## config.mk

```make
export PLATFORM = sky130hd
export DESIGN_NAME = compass_heading_atan2_top
export DESIGN_NICKNAME = d
export VERILOG_FILES = /design/src/rtl/core/chatan_pkg.sv /design/src/rtl/core/compass_heading_atan2_top.sv
export SDC_FILE = /design/constraint.sdc
export NUM_CORES = 2
export LEC_CHECK = 0
export BUFFER_PORTS_ARGS = -buffer_cell sky130_fd_sc_hd__buf_2
export CORE_MARGIN = 2
export CORE_UTILIZATION = 35
export CTS_CLUSTER_DIAMETER = 100
export DETAILED_ROUTE_END_ITERATION = 8
export PLACE_DENSITY = 0.59
export SYNTH_ARGS = -nofsm -noshare
export SYNTH_HDL_FRONTEND = slang
export SYNTH_SLANG_ARGS = --single-unit
export TNS_END_PERCENT = 5
```

## constraint.sdc

```tcl
create_clock -name clk -period 5.1 [get_ports clk]
set_input_delay 0.255 -clock clk [delete_from_list [all_inputs] [get_ports clk]]
set_output_delay 0.255 -clock clk [all_outputs]
set_load 0.02 [all_outputs]
```

## src/rtl/core/chatan_pkg.sv

```systemverilog
`timescale 1ns / 1ps

package chatan_pkg;

    localparam int ANGLE_STAGES    = 16;
    localparam int COMPONENT_WIDTH = 16;

    localparam int FIELD_W     = 16;
    localparam int HEADING_W   = 16;
    localparam int GUARD_BITS  = 8;
    localparam int TABLE_LEN   = 24;
    localparam int DEG_FRAC    = 20;
    localparam int OUT_SHIFT   = 13;

    localparam int NUM_ROT = (ANGLE_STAGES < TABLE_LEN) ? ANGLE_STAGES : TABLE_LEN;

    // headroom for the 180 degree flip, the vector length and the cordic gain
    localparam int XY_W    = COMPONENT_WIDTH + GUARD_BITS + 3;
    localparam int ANGLE_W = 31;
    localparam int OUT_Q_W = ANGLE_W - 1 - OUT_SHIFT;

    localparam logic signed [ANGLE_W-1:0] HALF_TURN = ANGLE_W'(180 * (2 ** DEG_FRAC));
    localparam logic signed [ANGLE_W-1:0] FULL_TURN = ANGLE_W'(360 * (2 ** DEG_FRAC));
    localparam logic signed [ANGLE_W-1:0] ROUND_HALF = ANGLE_W'(2 ** (OUT_SHIFT - 1));
    localparam logic [OUT_Q_W-1:0] FULL_TURN_OUT = OUT_Q_W'(46080);

    // pre-processing stage, rotation stages, two output stages
    localparam int LATENCY = NUM_ROT + 3;

    // atan(2^-i) in degrees, scaled by 2^20
    localparam logic signed [ANGLE_W-1:0] ATAN_DEG_Q20 [0:TABLE_LEN-1] = '{
        ANGLE_W'(47185920), ANGLE_W'(27855475), ANGLE_W'(14718068), ANGLE_W'(7471121),
        ANGLE_W'(3750058),  ANGLE_W'(1876857),  ANGLE_W'(938658),   ANGLE_W'(469357),
        ANGLE_W'(234682),   ANGLE_W'(117342),   ANGLE_W'(58671),    ANGLE_W'(29335),
        ANGLE_W'(14668),    ANGLE_W'(7334),     ANGLE_W'(3667),     ANGLE_W'(1833),
        ANGLE_W'(917),      ANGLE_W'(458),      ANGLE_W'(229),      ANGLE_W'(115),
        ANGLE_W'(57),       ANGLE_W'(29),       ANGLE_W'(14),       ANGLE_W'(7)
    };

endpackage

```

## src/rtl/core/compass_heading_atan2_top.sv

```systemverilog
`timescale 1ns / 1ps

// Compass heading atan2(field_y, field_x) in 1/128 degree, 0 to 46079, from a fully
// unrolled vectoring cordic. An item is taken in every cycle (busy stays low) and its
// heading comes out with a one-cycle done strobe after the pipeline: one stage for the
// sign fold, one per micro-rotation and two for wrap and rounding. The receiver cannot
// stall, so results must be taken when done is high. A zero vector gives 0 and a
// heading that rounds to 360 degrees gives 0.
module compass_heading_atan2_top
(
    input  logic                                  clk,
    input  logic                                  rst_n,
    input  logic                                  start,
    output logic                                  busy,
    input  logic signed [chatan_pkg::FIELD_W-1:0] field_x,
    input  logic signed [chatan_pkg::FIELD_W-1:0] field_y,
    output logic                                  done,
    output logic [chatan_pkg::HEADING_W-1:0]      heading
);

    localparam int CW  = chatan_pkg::COMPONENT_WIDTH;
    localparam int XYW = chatan_pkg::XY_W;
    localparam int AW  = chatan_pkg::ANGLE_W;
    localparam int NR  = chatan_pkg::NUM_ROT;
    localparam int QW  = chatan_pkg::OUT_Q_W;

    logic signed [CW-1:0]  raw_x;
    logic signed [CW-1:0]  raw_y;
    logic signed [XYW-1:0] ext_x;
    logic signed [XYW-1:0] ext_y;
    logic signed [XYW-1:0] x_pre_next;
    logic signed [XYW-1:0] y_pre_next;
    logic signed [AW-1:0]  z_pre_next;
    logic                  zero_pre_next;

    logic signed [XYW-1:0] x_reg    [0:NR];
    logic signed [XYW-1:0] y_reg    [0:NR];
    logic signed [AW-1:0]  z_reg    [0:NR];
    logic                  zero_reg [0:NR];
    logic                  valid_reg [0:NR];

    logic signed [AW-1:0]  z_pos;
    logic signed [AW-1:0]  z_round;
    logic [QW-1:0]         q_next;
    logic [QW-1:0]         q_reg;
    logic                  q_zero_reg;
    logic                  q_valid_reg;
    logic [QW-1:0]         q_wrap;
    logic [chatan_pkg::HEADING_W-1:0] heading_next;
    logic [chatan_pkg::HEADING_W-1:0] heading_reg;
    logic                  done_reg;

    assign busy = 1'b0;

    // field read at the component width
    generate
        if (CW <= chatan_pkg::FIELD_W)
        begin : g_narrow
            assign raw_x = field_x[CW-1:0];
            assign raw_y = field_y[CW-1:0];
        end
        else
        begin : g_wide
            assign raw_x = {{(CW - chatan_pkg::FIELD_W){1'b0}}, field_x};
            assign raw_y = {{(CW - chatan_pkg::FIELD_W){1'b0}}, field_y};
        end
    endgenerate

    assign ext_x = XYW'(raw_x);
    assign ext_y = XYW'(raw_y);

    // fold the left half plane onto the right one
    always_comb
    begin
        zero_pre_next = (raw_x == '0) && (raw_y == '0);
        if (ext_x < 0)
        begin
            x_pre_next = (-ext_x) <<< chatan_pkg::GUARD_BITS;
            y_pre_next = (-ext_y) <<< chatan_pkg::GUARD_BITS;
            z_pre_next = chatan_pkg::HALF_TURN;
        end
        else
        begin
            x_pre_next = ext_x <<< chatan_pkg::GUARD_BITS;
            y_pre_next = ext_y <<< chatan_pkg::GUARD_BITS;
            z_pre_next = '0;
        end
    end

    always_ff @(posedge clk or negedge rst_n)
    begin
        if (!rst_n)
        begin
            valid_reg[0] <= 1'b0;
        end
        else
        begin
            valid_reg[0] <= start && !busy;
        end
    end

    always_ff @(posedge clk)
    begin
        x_reg[0]    <= x_pre_next;
        y_reg[0]    <= y_pre_next;
        z_reg[0]    <= z_pre_next;
        zero_reg[0] <= zero_pre_next;
    end

    // micro-rotations, one per stage
    generate
        for (genvar k = 1; k <= NR; k++)
        begin : g_rot
            logic signed [XYW-1:0] x_next;
            logic signed [XYW-1:0] y_next;
            logic signed [AW-1:0]  z_next;

            always_comb
            begin
                if (y_reg[k-1] >= 0)
                begin
                    x_next = x_reg[k-1] + (y_reg[k-1] >>> (k - 1));
                    y_next = y_reg[k-1] - (x_reg[k-1] >>> (k - 1));
                    z_next = z_reg[k-1] + chatan_pkg::ATAN_DEG_Q20[k-1];
                end
                else
                begin
                    x_next = x_reg[k-1] - (y_reg[k-1] >>> (k - 1));
                    y_next = y_reg[k-1] + (x_reg[k-1] >>> (k - 1));
                    z_next = z_reg[k-1] - chatan_pkg::ATAN_DEG_Q20[k-1];
                end
            end

            always_ff @(posedge clk or negedge rst_n)
            begin
                if (!rst_n)
                begin
                    valid_reg[k] <= 1'b0;
                end
                else
                begin
                    valid_reg[k] <= valid_reg[k-1];
                end
            end

            always_ff @(posedge clk)
            begin
                x_reg[k]    <= x_next;
                y_reg[k]    <= y_next;
                z_reg[k]    <= z_next;
                zero_reg[k] <= zero_reg[k-1];
            end
        end
    endgenerate

    // normalise to a positive angle and round to 1/128 degree
    always_comb
    begin
        if (z_reg[NR] < 0)
        begin
            z_pos = z_reg[NR] + chatan_pkg::FULL_TURN;
        end
        else
        begin
            z_pos = z_reg[NR];
        end
        z_round = z_pos + chatan_pkg::ROUND_HALF;
        q_next  = z_round[AW-2:chatan_pkg::OUT_SHIFT];
    end

    always_ff @(posedge clk or negedge rst_n)
    begin
        if (!rst_n)
        begin
            q_valid_reg <= 1'b0;
            done_reg    <= 1'b0;
        end
        else
        begin
            q_valid_reg <= valid_reg[NR];
            done_reg    <= q_valid_reg;
        end
    end

    // full turn wraps to zero
    always_comb
    begin
        if (q_reg >= chatan_pkg::FULL_TURN_OUT)
        begin
            q_wrap = q_reg - chatan_pkg::FULL_TURN_OUT;
        end
        else
        begin
            q_wrap = q_reg;
        end
        if (q_zero_reg)
        begin
            heading_next = '0;
        end
        else
        begin
            heading_next = q_wrap[chatan_pkg::HEADING_W-1:0];
        end
    end

    always_ff @(posedge clk)
    begin
        q_reg       <= q_next;
        q_zero_reg  <= zero_reg[NR];
        heading_reg <= heading_next;
    end

    assign done    = done_reg;
    assign heading = heading_reg;

    a_item_gives_result: assert property (@(posedge clk) disable iff (!rst_n)
        (start && !busy) |-> ##(chatan_pkg::LATENCY) done)
        else $error("accepted item produced no result");

    a_result_has_item: assert property (@(posedge clk) disable iff (!rst_n)
        done |-> $past(start && !busy, chatan_pkg::LATENCY))
        else $error("result without an accepted item");

    a_heading_in_range: assert property (@(posedge clk) disable iff (!rst_n)
        done |-> (heading < chatan_pkg::HEADING_W'(46080)))
        else $error("heading beyond a full turn");

    a_zero_vector: assert property (@(posedge clk) disable iff (!rst_n)
        (start && !busy && (field_x == '0) && (field_y == '0))
            |-> ##(chatan_pkg::LATENCY) (heading == '0))
        else $error("zero vector did not give heading zero");

endmodule

```

==> metrics.txt <==
status=finished, final reports clean; skew final=71.5 ps; EDFF count, synth=0; maximum capacitance violations=0; die height=501 microns; unrepaired setup endpoints after global routing=false; startpoint types=flop; DRT iter0 DRCs=4478; Yosys top cell area share=28.1%; Longest Clk Path Bufs=3; minimum clock period=4660 ps; asr flop ratio synth=between 1.5 and 2%; synthesis-stage register bit count=between 1k and 1.5k; n_diodes=0; Filler Cell Count=24.5k; WL per Instance=about 16 microns; count leader, synth=dfxtp_1; # rows=182; Die Footprint=0.251 sq mm; global placement routability congestion=0.902; max reg flops=around 430; Post-Syn Area per Cell=~8.7 sq um; Num Clock Sinks=1231; CTS Buf Count=about 150; register area share after synthesis=28.7%; largest net degree at the start of global routing=53; vias in the first global route=69.1k; DR DRC count=0; core box area=0.245 sq mm; wirelength, routed=222 mm; Worst Tran Pin Value=1030 ps; die width=501 microns; first-pass GRT wire length=359 mm; GRT overflow=0; Hold Crit Class=input port to flop; Final HPWL DP=178 mm; initial core utilization=35.2%; Multi-input gate area=approximately 0.060 sq mm; worst path required time=about 5800 ps; Post-synth top cells=dfxtp_1, ha_1, xnor2_1; Final ANT Viol Nets=0; CTS clk-pin slew, worst paths=60 ps; Final Hold Viols=0; Max Fclk=214 MHz; crit end category=flop; total iterations of the first detailed-routing run=6; headroom to the max-slew limit=30.3%; area leader, netlist=dfxtp_1; Arr. time, crit path=5340 ps; max-slew violations=0; H-tree levels=4; layout cells sized above 1=between 4 and 5%; # nets final=11.4k; CTS tree=done; GRT Util Overall=about 17%; total negative slack=0 ps; via count=71.6k; num ports=53; crit path kind=flop to flop; initial antenna violation count=5; Synth Flop Type=dfxtp_1; cells after synthesis=9964; worst skew pair latency=roughly 850 ps; Post-Syn Area=roughly 0.086 sq mm; crit share post-route=91.4%; Yosys warnings=0; Layout area overhead=12.1%; FF/Latch Area=0.0248 sq mm; vias per cell=5.28; I/O Buffers=51; CP max FO=7; Final setup viols=0; Root Buffer Master=clkbuf_16; synth top area cells=dfxtp_1, ha_1, xnor2_1; synth unique cells=96
per-stage QoR:
| step | area (sq um) | std cells | utilization [%] | hold slack, ps | setup WS, ps |
|---|---|---|---|---|---|
| 2_1_floorplan | 86600 | 10000 | - | -40.6 | 836 |
| 5_1_grt | 96700 | 13600 | 39.4 | 70.8 | 85.7 |
| 3_3_place_gp | 90700 | 13200 | 36.9 | 188 | 477 |
| 3_5_place_dp | 90700 | 13200 | 36.9 | 204 | 484 |
| 6_report | 96700 | 13600 | 39.4 | 113 | 437 |
| 4_1_cts | 96700 | 13600 | 39.4 | 34.0 | 421 |
final cells by class:
cell class | instances | share of cell area [%]
inverters | 451 | 1.75
clock buffers | 193 | 4.28
flip-flops and latches | 1231 | 25.6
repair buffers | 160 | 1.28
clock inverters | 81 | 1.28
well taps | 3220 | 4.17
multi-input cells | 8222 | 61.7
cell families (layout without fill, tap and decap cells):
group | after synthesis | in the layout | share of synthesized area [%]
compound gates | 2956 | 2956 | 22.0
simple gates | 2562 | 2562 | 14.7
buf+inv | 592 | 885 | 2.59
fa+ha+maj | 1185 | 1185 | 17.5
other cells | 1 | 82 | 0.00434
xor+xnor | 1410 | 1410 | 14.3
flops | 1231 | 1231 | 28.7
mux | 27 | 27 | 0.313
what timing repair did:
item	4_1_cts	5_1_grt
hold buffers	64	0
gates resized for setup	0	0
endpoints found under the hold margin	57	0
buffers inserted	0	0
layer usage:
layer | part of all wire [%] | routed length [microns] | track usage (%)
met1 | 49 | 108000 | 23.6
met2 | 45 | 99400 | 28.2
met3 | 4.2 | 9220 | 2.36
met4 | 2.4 | 5240 | 4.66
met5 | 0 | 0 | 0
worst paths after layout:
path | slack (ps) | cells after the start | to | from
max in group asynchronous | 3990 | 3 | valid_reg[11] | rst_n
worst min-delay path | 110 | 2 | valid_reg[16] | start
worst min register to register | 320 | 0 | zero_reg[8] | zero_reg[7]
worst max-delay path | 440 | 17 | y_reg[0][186] | x_reg[0][140]
worst max register to register | 440 | 17 | y_reg[0][186] | x_reg[0][140]
min in group asynchronous | 610 | 3 | done | rst_n
cells in the final DEF, fill, tap and decap left out, types with 156 or more instances in the layout:
master / count
nand2_1: 580
ha_1: 1148
nand3_1: 180
xnor2_1: 914
o21ai_0: 579
xor2_1: 496
o31ai_1: 159
a21oi_1: 883
dfxtp_1: 1201
nor3_1: 204
a21o_1: 444
nor2_1: 692
nand2b_1: 156
inv_1: 449
worst max-delay path, cell delays in order, from the launching register on:
cell	delay (ps)
dfxtp_1	360
inv_1	80
ha_1	170
nand2_1	70
or3_1	330
or3_1	370
or3b_1	480
or4_1	490
o41ai_2	270
xor2_1	180
ha_1	330
a21o_1	220
a21o_1	210
or3_1	310
a41o_1	230
a31oi_1	190
o21bai_1	100
xor2_1	140
Power is left out: the tool's default activity adds up to more than one toggle a clock period on the data nets, which glitch-free logic cannot reach.
